--- src/hdl/swm_pkg.sv ---
// Package for the sliding window mean block.
// Holds widths, reset values, the controller state type and the command and status structs.
// No dependencies.
package swm_pkg;

  localparam int MAX_WINDOW_DEF  = 64;
  localparam int SAMPLE_BITS_DEF = 16;

  localparam int WIN_W = 7;
  localparam logic [WIN_W-1:0] WINDOW_RESET = 7'd10;
  localparam int WIN_LIMIT = 127;

  localparam int APB_DATA_W = 32;
  localparam int APB_ADDR_W = 3;
  localparam logic REG_WINDOW = 1'b0;

  typedef enum logic [2:0] {
    ST_IDLE,
    ST_UPDATE,
    ST_DIV_START,
    ST_DIVIDE,
    ST_FINISH
  } swm_state_t;

  typedef struct packed {
    logic accept;
    logic update;
    logic div_start;
    logic load_out;
  } swm_cmd_t;

  typedef struct packed {
    logic div_done;
    logic out_free;
  } swm_status_t;

endpackage

--- src/hdl/swm_div.sv ---
// Restoring divider for the sliding window mean block, one quotient bit per cycle.
// Divides the magnitude of the running sum by the window length.
// Depends on swm_pkg.
module swm_div import swm_pkg::*; #(
  parameter int SUM_W = 22
) (
  input  logic             clk,
  input  logic             rst,
  input  logic             start,
  input  logic [SUM_W-1:0] dividend,
  input  logic [WIN_W-1:0] divisor,
  output logic [SUM_W-1:0] quotient,
  output logic             done
);

  localparam int CNT_W = $clog2(SUM_W + 1);

  logic             busy;
  logic [CNT_W-1:0] cnt;
  logic [WIN_W-1:0] rem;
  logic [SUM_W-1:0] quo;
  logic [WIN_W:0]   rem_sh;
  logic [WIN_W:0]   diff;

  assign rem_sh = {rem, quo[SUM_W-1]};
  assign diff   = rem_sh - {1'b0, divisor};

  always_ff @(posedge clk) begin
    if (rst) begin
      busy <= 1'b0;
      cnt  <= '0;
    end else if (start) begin
      busy <= 1'b1;
      cnt  <= CNT_W'(SUM_W);
    end else if (busy) begin
      cnt <= cnt - 1'b1;
      if (cnt == CNT_W'(1)) begin
        busy <= 1'b0;
      end
    end
  end

  always_ff @(posedge clk) begin
    if (start) begin
      rem <= '0;
      quo <= dividend;
    end else if (busy) begin
      if (!diff[WIN_W]) begin
        rem <= diff[WIN_W-1:0];
        quo <= {quo[SUM_W-2:0], 1'b1};
      end else begin
        rem <= rem_sh[WIN_W-1:0];
        quo <= {quo[SUM_W-2:0], 1'b0};
      end
    end
  end

  assign quotient = quo;
  assign done     = ~busy;

endmodule

--- src/hdl/swm_datapath.sv ---
// Datapath of the sliding window mean block: history ring, running sum, divider and output register.
// Acts on commands from swm_ctrl and returns status to it.
// Depends on swm_pkg and swm_div.
module swm_datapath import swm_pkg::*; #(
  parameter int MAX_WINDOW  = MAX_WINDOW_DEF,
  parameter int SAMPLE_BITS = SAMPLE_BITS_DEF
) (
  input  logic                          clk,
  input  logic                          rst,
  input  swm_cmd_t                      cmd,
  output swm_status_t                   status,
  input  logic                          clear,
  input  logic [WIN_W-1:0]              win,
  input  logic signed [SAMPLE_BITS-1:0] sample,
  output logic signed [SAMPLE_BITS-1:0] average,
  output logic                          average_valid,
  input  logic                          average_ready
);

  localparam int PTR_W = (MAX_WINDOW > 1) ? $clog2(MAX_WINDOW) : 1;
  localparam int SUM_W = SAMPLE_BITS + $clog2(MAX_WINDOW);

  logic signed [SAMPLE_BITS-1:0] ring [MAX_WINDOW];
  logic signed [SAMPLE_BITS-1:0] ring_rd;
  logic signed [SAMPLE_BITS-1:0] sample_q;
  logic [PTR_W-1:0]              pos;
  logic [PTR_W-1:0]              pos_next;
  logic [WIN_W-1:0]              fill;
  logic signed [SUM_W-1:0]       running_sum;
  logic signed [SUM_W-1:0]       running_sum_next;
  logic                          full;
  logic                          neg;
  logic [SUM_W-1:0]              magnitude;
  logic [SUM_W-1:0]              quotient;
  logic [SUM_W-1:0]              signed_q;
  logic                          div_done;

  assign full = (fill >= win);

  always_comb begin
    running_sum_next = running_sum + SUM_W'(sample_q);
    if (full) begin
      running_sum_next = running_sum_next - SUM_W'(ring_rd);
    end
    if (int'(pos) + 1 >= int'(win)) begin
      pos_next = '0;
    end else begin
      pos_next = pos + 1'b1;
    end
  end

  always_ff @(posedge clk) begin
    if (cmd.accept) begin
      sample_q <= sample;
      ring_rd  <= ring[pos];
    end
    if (cmd.update) begin
      ring[pos] <= sample_q;
    end
  end

  always_ff @(posedge clk) begin
    if (rst || clear) begin
      pos         <= '0;
      fill        <= '0;
      running_sum <= '0;
    end else if (cmd.update) begin
      pos         <= pos_next;
      running_sum <= running_sum_next;
      if (!full) begin
        fill <= fill + 1'b1;
      end
    end
  end

  always_ff @(posedge clk) begin
    if (cmd.div_start) begin
      neg <= running_sum[SUM_W-1];
    end
  end

  assign magnitude = running_sum[SUM_W-1] ? SUM_W'(-running_sum) : SUM_W'(running_sum);

  swm_div #(
    .SUM_W(SUM_W)
  ) u_div (
    .clk      (clk),
    .rst      (rst),
    .start    (cmd.div_start),
    .dividend (magnitude),
    .divisor  (win),
    .quotient (quotient),
    .done     (div_done)
  );

  assign signed_q = neg ? (~quotient + 1'b1) : quotient;

  always_ff @(posedge clk) begin
    if (rst) begin
      average_valid <= 1'b0;
    end else if (cmd.load_out) begin
      average_valid <= 1'b1;
    end else if (average_ready) begin
      average_valid <= 1'b0;
    end
  end

  always_ff @(posedge clk) begin
    if (cmd.load_out) begin
      average <= signed_q[SAMPLE_BITS-1:0];
    end
  end

  assign status.div_done = div_done;
  assign status.out_free = ~average_valid | average_ready;

endmodule

--- src/hdl/swm_ctrl.sv ---
// Controller of the sliding window mean block.
// Sequences accept, sum update, division and output load for one item at a time.
// Depends on swm_pkg.
module swm_ctrl import swm_pkg::*; (
  input  logic        clk,
  input  logic        rst,
  input  logic        sample_valid,
  output logic        sample_ready,
  input  swm_status_t status,
  output swm_cmd_t    cmd
);

  swm_state_t state;
  swm_state_t state_next;

  always_ff @(posedge clk) begin
    if (rst) begin
      state <= ST_IDLE;
    end else begin
      state <= state_next;
    end
  end

  always_comb begin
    state_next   = state;
    cmd          = '0;
    sample_ready = 1'b0;
    case (state)
      ST_IDLE: begin
        sample_ready = 1'b1;
        if (sample_valid) begin
          cmd.accept = 1'b1;
          state_next = ST_UPDATE;
        end
      end
      ST_UPDATE: begin
        cmd.update = 1'b1;
        state_next = ST_DIV_START;
      end
      ST_DIV_START: begin
        cmd.div_start = 1'b1;
        state_next    = ST_DIVIDE;
      end
      ST_DIVIDE: begin
        if (status.div_done) begin
          state_next = ST_FINISH;
        end
      end
      ST_FINISH: begin
        if (status.out_free) begin
          cmd.load_out = 1'b1;
          state_next   = ST_IDLE;
        end
      end
      default: begin
        state_next = ST_IDLE;
      end
    endcase
  end

endmodule

--- src/hdl/sliding_window_mean_core.sv ---
// Sliding window mean: moving average of signed fixed-point samples over a programmable window.
// The block takes one item at a time: a new sample is accepted only after the previous average has
// been loaded into the result register, as the bit-serial divider works on one sum at a time.
// The result register frees the input side while an average waits to be taken.
// Reset and any write of the window length clear the running sum, fill count and position.
// Reset sets the window length to 10; the history ring itself is not cleared.
module sliding_window_mean_core import swm_pkg::*; #(
  parameter int MAX_WINDOW  = MAX_WINDOW_DEF,
  parameter int SAMPLE_BITS = SAMPLE_BITS_DEF
) (
  input  logic                          clk,
  input  logic                          rst,
  input  logic                          psel,
  input  logic                          penable,
  input  logic                          pwrite,
  input  logic [APB_ADDR_W-1:0]         paddr,
  input  logic [APB_DATA_W-1:0]         pwdata,
  output logic [APB_DATA_W-1:0]         prdata,
  output logic                          pready,
  input  logic signed [SAMPLE_BITS-1:0] sample,
  input  logic                          sample_valid,
  output logic                          sample_ready,
  output logic signed [SAMPLE_BITS-1:0] average,
  output logic                          average_valid,
  input  logic                          average_ready
);

  localparam int WIN_CAP = (MAX_WINDOW < WIN_LIMIT) ? MAX_WINDOW : WIN_LIMIT;

  logic [WIN_W-1:0] window_length;
  logic [WIN_W-1:0] win_eff;
  logic             cfg_write;
  swm_cmd_t         cmd;
  swm_status_t      status;

  assign pready    = 1'b1;
  assign cfg_write = psel & penable & pwrite & pready & (paddr[2] == REG_WINDOW);

  always_ff @(posedge clk) begin
    if (rst) begin
      window_length <= WINDOW_RESET;
    end else if (cfg_write) begin
      window_length <= pwdata[WIN_W-1:0];
    end
  end

  always_comb begin
    prdata = '0;
    if (paddr[2] == REG_WINDOW) begin
      prdata = {(APB_DATA_W-WIN_W)'(0), window_length};
    end
  end

  always_comb begin
    if (window_length == '0) begin
      win_eff = WIN_W'(1);
    end else if (int'(window_length) > WIN_CAP) begin
      win_eff = WIN_W'(WIN_CAP);
    end else begin
      win_eff = window_length;
    end
  end

  swm_ctrl u_ctrl (
    .clk          (clk),
    .rst          (rst),
    .sample_valid (sample_valid),
    .sample_ready (sample_ready),
    .status       (status),
    .cmd          (cmd)
  );

  swm_datapath #(
    .MAX_WINDOW  (MAX_WINDOW),
    .SAMPLE_BITS (SAMPLE_BITS)
  ) u_datapath (
    .clk           (clk),
    .rst           (rst),
    .cmd           (cmd),
    .status        (status),
    .clear         (cfg_write),
    .win           (win_eff),
    .sample        (sample),
    .average       (average),
    .average_valid (average_valid),
    .average_ready (average_ready)
  );

endmodule

--- config.mk ---
export PLATFORM = sky130hd
export DESIGN_NAME = sliding_window_mean_core
export DESIGN_NICKNAME = d
export VERILOG_FILES = /design/src/hdl/swm_pkg.sv /design/src/hdl/swm_div.sv /design/src/hdl/swm_datapath.sv /design/src/hdl/swm_ctrl.sv /design/src/hdl/sliding_window_mean_core.sv
export SDC_FILE = /design/constraint.sdc
export NUM_CORES = 1
export LEC_CHECK = 0
export BUFFER_PORTS_ARGS = -buffer_cell sky130_fd_sc_hd__buf_2
export CORE_MARGIN = 5
export CORE_UTILIZATION = 30
export DETAILED_ROUTE_END_ITERATION = 16
export MAX_ROUTING_LAYER = met4
export SLEW_MARGIN = 25
export SYNTH_ARGS = -nofsm -noshare
export SYNTH_HDL_FRONTEND = slang
export SYNTH_SLANG_ARGS = --single-unit
--- constraint.sdc ---
create_clock -name clk -period 9.3 [get_ports clk]
set_input_delay 0.465 -clock clk [delete_from_list [all_inputs] [get_ports clk]]
set_output_delay 0.465 -clock clk [all_outputs]
set_load 0.005 [all_outputs]
==> reports/qor.yml, run 1 <==
synth:
  synth_top_family_by_area: "compound AO/OA/AOI/OAI gates"
  ys_seq_area_share_pct: 75.2
  synth_cell_type_count: 72
  synthArstFlopShare_pct: 0
  yosys.area_share.adder_pct: 2.04
  syn_area_mm2: 0.0453
  synthCells: 2857
  synth-main-ff-cell: "edfxtp_1"
  syn_avg_cell_area_um2: 15.9
  synth-xor-area-share_pct: 1.64
  ys_ff_latch: 1154
  netlist_top_cells_area: "edfxtp_1, a22oi_1, dfxtp_1"
  synth_edf_count: 1095
  yosysTopAreaCellShare_pct: 72.6
  synth_top_area_cell: "edfxtp_1"
  synth_simple_gate_area_share_pct: 4.40
  synth_common_cells: "edfxtp_1, a22oi_1, nor2_1"
  yosys_warnings: 0
  synth_most_common_cell: "edfxtp_1"
  synth-compound-area-share_pct: 14.1
  synth.mux.area_fraction_pct: 0.401
route:
  wl_met1_mm: 51.5
  wirelength_mm: 122
  vias: 26700
  drtAntennaViolNets: 0
  drtIter0Drc: 2785
  first_pass_iters: 5
  wire_per_inst_um: 23.9
  drc: 0
  route.met3.wl_mm: 10.4
  route.met2.wl_mm: 56.8
  via_per_inst: 5.22
  highest_layer: "met4"
timing:
  worst_slew_pin_slew_ps: 1170
  rsz0062_at_grt: "no"
  finalSetupViolations: 0
  finClkSkew_ps: 45.6
  holdWs_ps: 49.8
  setup_ws_ps: 3860
  totalNegativeSetupSlack_ps: 0
  relSlewSlack_pct: 21.4
  drv_slew: 0
  max_freq_mhz: 184
  fin_crit_sh_pct: 58.5
  report.final.hold_viol_count: 0
  period_minus_slack_ps: 5440
critical_path:
  cp.arrival_ps: 6040
  crit_path_max_fanout: 65
  path_class: "flip-flop to flip-flop"
  cp.required_ps: 9900
  end_kind: "flip-flop"
  startpoint_type: "flip-flop"
hold_path:
  hp-class: "input pin to flip-flop"
run:
  cap_viol_max_count: 0
floorplan:
  die_y_um: 399
  dieArea_mm2: 0.159
  placementRows: 142
  fp.dieW_um: 399
  start_util_pct: 30.2
  num_io_pins: 109
  coreArea_mm2: 0.150
global_routing:
  grt_start_max_net_pins: 84
  antenna_found_initial: 5
  grt_pass1_vias: 25800
  grt_pass1_wl_mm: 178
  globalRouteOverflowTotal: 0
  gr-usage-all-layers_pct: 15.4
power_and_ir_drop:
  p_leak_nw: 16.6
  vdd_ir_drop_max_mv: 0.164
  power_density_mw_per_mm2: 218
clock_tree:
  clockRootBuffer: "clkbuf_16"
  cts_buffer_depth: 3
  cts.repair.resized: 0
  cts_setup_buffers: 0
  cts_tree: "done"
  path_clk_slew_ps: 70
  worstSkewPairLatency_ps: 700
  cts-htree-levels: 3
  clock-sinks: 1154
  numCtsBuffers: 112
  cts_hold_buf: 18
finish:
  area_growth_syn_to_layout_pct: 15.3
  drive_gt1_share_pct: 11.9
  fin_nets: 3131
  fill_cells: 14200
placement:
  place.port_buffers: 55
  gp_congestion: 0.818
  dp_hpwl_mm: 67.8
  place_ws_ps: 3910
status:
  run_status: "completed"
[final cells by class]
cell class	count	area, um^2	area share (%)
diodes	2	5.00	0.00959
clock buffers	139	2930	5.62
clock inverters	64	636	1.22
inverters	41	154	0.295
multi-input cells	1494	10400	20.0
flip-flops and latches	1154	34100	65.3
well taps	2016	2520	4.83
repair buffers	198	1470	2.81
[worst max-delay path: stages, from the launching register on]
cell and delay [ps]:
edfxtp_1 320, buf_4 610, ha_1 300, inv_1 60
fa_1 400, nor2b_1 110, o21ai_0 90, a21boi_0 420
o21ai_0 260, nand2_1 120, a21o_1 170, a31oi_1 110
xnor2_1 230, ha_1 340, nand3_1 150, o21ai_0 140
nor3_1 150, a21oi_1 120, o41ai_1 320, mux2i_1 310
xnor2_1 120, or3_1 330, a21oi_2 130
[placed cells by master (no fill, tap or decap), types with 47 or more instances in the layout]
cell and instances:
a21oi_1 90, a221oi_1 105, a22o_1 105, a22oi_1 305, a31oi_1 106, buf_2 55, buf_4 119, clkbuf_16 112
dfxtp_1 59, edfxtp_1 1095, ha_1 69, nand2_1 113, nor2_1 127, o21ai_0 71, xnor2_1 47
[power breakdown]
group	total [mW]	internal (mW)	switching, mW
clock network	4.43	2.51	1.92
registers	5.87	5.81	0.0640
logic	1.08	0.396	0.681
total	11.4	8.72	2.66
[through the flow]
| stage | utilization, % | total power [mW] | cell area, um^2 | cells |
|---|---|---|---|---|
| finish | 34.8 | 11.4 | 52200 | 5108 |
| global route | 34.8 | 11.8 | 52200 | 5108 |
| CTS | 34.8 | 11.4 | 52200 | 5106 |
| detailed placement | 32.3 | 7.05 | 48400 | 4885 |
| global placement | 32.3 | 7.03 | 48400 | 4885 |
| floorplan | - | 6.73 | 45400 | 2881 |
[state kept, by name, indices dropped and copies added, names as in the netlist, 5 cells and up]
register	cells
u_datapath.ring_rd	16
window_length	7
u_datapath.ring	1024
u_datapath.fill	7
u_datapath.running_sum	22
u_datapath.sample_q	16
u_datapath.pos	6
u_datapath.u_div.rem	7
u_datapath.average	16
u_datapath.u_div.quotient	22
u_datapath.u_div.cnt	5
[worst paths after layout]
check | start | endpoint | slack [ps] | cells past startpoint
min | pwdata[0] | window_length[0] | 50 | 3
max reg2reg | u_datapath.sample_q[0] | u_datapath.running_sum[21] | 3860 | 22
max | u_datapath.sample_q[0] | u_datapath.running_sum[21] | 3860 | 22
min reg2reg | window_length[0] | window_length[0] | 480 | 2
[cell families (layout without fill, tap and decap cells)]
kind of cell	Yosys count	count (layout)
buf+inv	233	442
compound gates	883	883
other cells	2	28
mux	18	18
xor+xnor	84	84
simple gates	411	411
fa+ha+maj	72	72
flops	1154	1154
[layer usage]
layer / global-route usage, % / vias up
met5: - / -
met1: 21.3 / 13400
li1: - / 11800
met2: 24.0 / 1222
met4: 4.68 / 0
met3: 2.00 / 188
Note: power is estimated with default switching activity, not from simulation.
==> run 2, diff against run 1 <==
clock period = 5.5 ns   (was 9.3 ns; I/O delays follow)
==> run 2 against run 1 <==
Net effect: sequential share of layout area shrank 0.095 points; count of clock-buffer cells in the layout grew 2; non-clock buffer count grew 28; setup slack worse by 3100 ps; sequential cell count did not move; maximum frequency increased by 15%; critical path depth down 2; sequential power up 69%; clock skew shrank 3.5 ps; combinational power rose by 70%; critical endpoint unchanged.
==> reports/qor.yml, run 2 (same netlist as run 1, synthesis figures left out) <==
critical_path:
  path_class: "flip-flop to flip-flop"
  cp.arrival_ps: 5340  # -700 ps
  critPathTopFamily: "compound AO/OA/AOI/OAI gates"
  cp_slowest_cell: "edfxtp_1"
  end_kind: "flip-flop"
  path_buf_inv: 0  # -2
  startpoint_type: "flip-flop"
  cp_slowest_stage_delay_ps: 420  # -190 ps
  crit_path_max_fanout: 7  # -89%
  critPathMostFrequentCell: "a21oi_1"
  cp.required_ps: 6100  # -3800 ps
  r2r_setup_slack_ps: 760  # -3100 ps
  crit_chain: "ha_1 > a21oi_1 > o211ai_1 > a221o_1 > o21ai_2 > nand2b_1 > a31o_2 > a21oi_1 > xnor2_1 > ha_1 > a21oi_1 > nand2b_1 > o21ai_0 > nor3_1 > a21oi_1 > o41ai_1 > mux2i_1 > xnor2_1 > or3_1 > a21oi_2"
placement:
  place.port_buffers: 55  # unchanged
  gp_congestion: 0.849  # +3.8%
  dp_hpwl_mm: 73.1  # +7.7%
run:
  cap_viol_max_count: 0  # unchanged
floorplan:
  num_io_pins: 109  # unchanged
  start_util_pct: 30.2  # unchanged
  coreArea_mm2: 0.150  # unchanged
  placementRows: 142  # unchanged
  dieArea_mm2: 0.159  # unchanged
  die_y_um: 399  # unchanged
  fp.dieW_um: 399  # unchanged
finish:
  fill_cells: 14200  # +0.15%
  largest_reg_flops: 1024  # unchanged
  area_growth_syn_to_layout_pct: 15.4
  drive_gt1_share_pct: 12.2  # +0.31 points
  fin_nets: 3156  # +0.80%
  most-common-layout-cells: "edfxtp_1, a22oi_1, buf_4, nor2_1, nand2_1"
  top_register: "u_datapath.ring"
  layout_commonest_cell: "edfxtp_1"
timing:
  finalSetupViolations: 0  # unchanged
  holdWs_ps: 186  # +136 ps
  relSlewSlack_pct: 27.5  # +6.1 points
  rsz0062_at_grt: "no"
  fin_crit_sh_pct: 86.2  # +28 points
  worst_slew_pin_slew_ps: 1080  # -94.4 ps
  period_minus_slack_ps: 4740  # -700 ps
  finClkSkew_ps: 42.1  # -3.50 ps
  max_freq_mhz: 211  # +15%
  drv_slew: 0  # unchanged
  totalNegativeSetupSlack_ps: 0  # unchanged
  report.final.hold_viol_count: 0  # unchanged
route:
  wl_met1_mm: 52.6  # +2.1%
  route.met3.wl_mm: 10.3  # -1.1%
  drc: 0  # unchanged
  first_pass_iters: 6  # +1
  route.met2.wl_mm: 57.5  # +1.3%
  drtAntennaViolNets: 0  # unchanged
  drtIter0Drc: 3264  # +17%
  wirelength_mm: 124  # +1.5%
  highest_layer: "met4"
  via_per_inst: 5.27  # +0.95%
  vias: 27100  # +1.5%
  wire_per_inst_um: 24.2  # +0.90%
power_and_ir_drop:
  power_density_mw_per_mm2: 362  # +66%
  p_leak_nw: 16.6  # +0.28%
  vdd_ir_drop_max_mv: 0.248  # +51%
clock_tree:
  cts_setup_buffers: 0  # unchanged
  worstSkewPairLatency_ps: 700  # about the same
  cts-htree-levels: 3  # unchanged
  cts_buffer_depth: 3  # unchanged
  numCtsBuffers: 109  # -2.7%
  cts_tree: "done"
  clockRootBuffer: "clkbuf_16"
  path_clk_slew_ps: 60  # about the same
  clock-sinks: 1154  # unchanged
global_routing:
  grt_pass1_wl_mm: 179  # +0.64%
  grt_pass1_vias: 25800  # +0.047%
  antenna_found_initial: 5  # unchanged
  globalRouteOverflowTotal: 0  # unchanged
  grt_start_max_net_pins: 71  # -15%
  gr-usage-all-layers_pct: 15.6  # +0.15 points
hold_path:
  hp-class: "input pin to flip-flop"
status:
  run_status: "completed"
run 2: final timing paths:
path | to | depth (start not counted) | startpoint
hold reg to reg | u_datapath.fill[6] | 2 | u_datapath.fill[6]
setup reg to reg | u_datapath.running_sum[21] | 20 | u_datapath.sample_q[1]
setup / recovery | u_datapath.running_sum[21] | 20 | u_datapath.sample_q[1]
hold / removal | window_length[1] | 4 | pwrite
run 2: cell type report:
cell class	count	area, um^2	share of cell area (%)
Tap cell	2016	2520	4.82
Sequential cell	1154	34100	65.2
Clock buffer	141	2870	5.49
Antenna cell	3	7.51	0.0144
Multi-Input combinational cell	1494	10400	19.9
Timing Repair Buffer	226	1780	3.40
Clock inverter	63	472	0.902
Inverter	41	154	0.294
run 2: worst reg2reg max path, delay by kind of cell (launching register included):
kind | cells | cell delay (ps)
AND/OR/NAND/NOR | 4 | 720
adder cells (fa/ha/maj) | 2 | 620
flip-flops | 1 | 420
AO/OA/AOI/OAI | 11 | 2330
XOR/XNOR | 2 | 270
multiplexers | 1 | 270
run 2: metal layers:
layer / global-route usage, % / vias up
li1: - / 11900
met1: 21.4 / 13700
met2: 24.1 / 1292
met3: 2.24 / 182
met4: 4.84 / 0
met5: - / -
run 2: through the flow:
step                      util (%)  instances  instance area (um^2)  total power [mW]  setup slack, ps
after floorplan                  -       2881                 45400              11.4              543
after global placement        32.4       4899                 48600              11.9              737
after detailed placement      32.4       4899                 48600              11.9              848
after CTS                     34.9       5135                 52300              19.0              773
after global routing          34.9       5138                 52300              19.6              216
final                         34.9       5138                 52300              18.9              759
run 2: power breakdown:
group          total [mW]  switching [mW]  internal (mW)
Sequential           9.94           0.112           9.82
Clock                7.14            3.25           3.89
Combinational        1.84            1.16          0.679
run 2: repair_timing:
item                      in CTS  in global routing
gates resized for setup        0                  0
hold endpoints to repair      30                  0
hold buffers                  32                  0
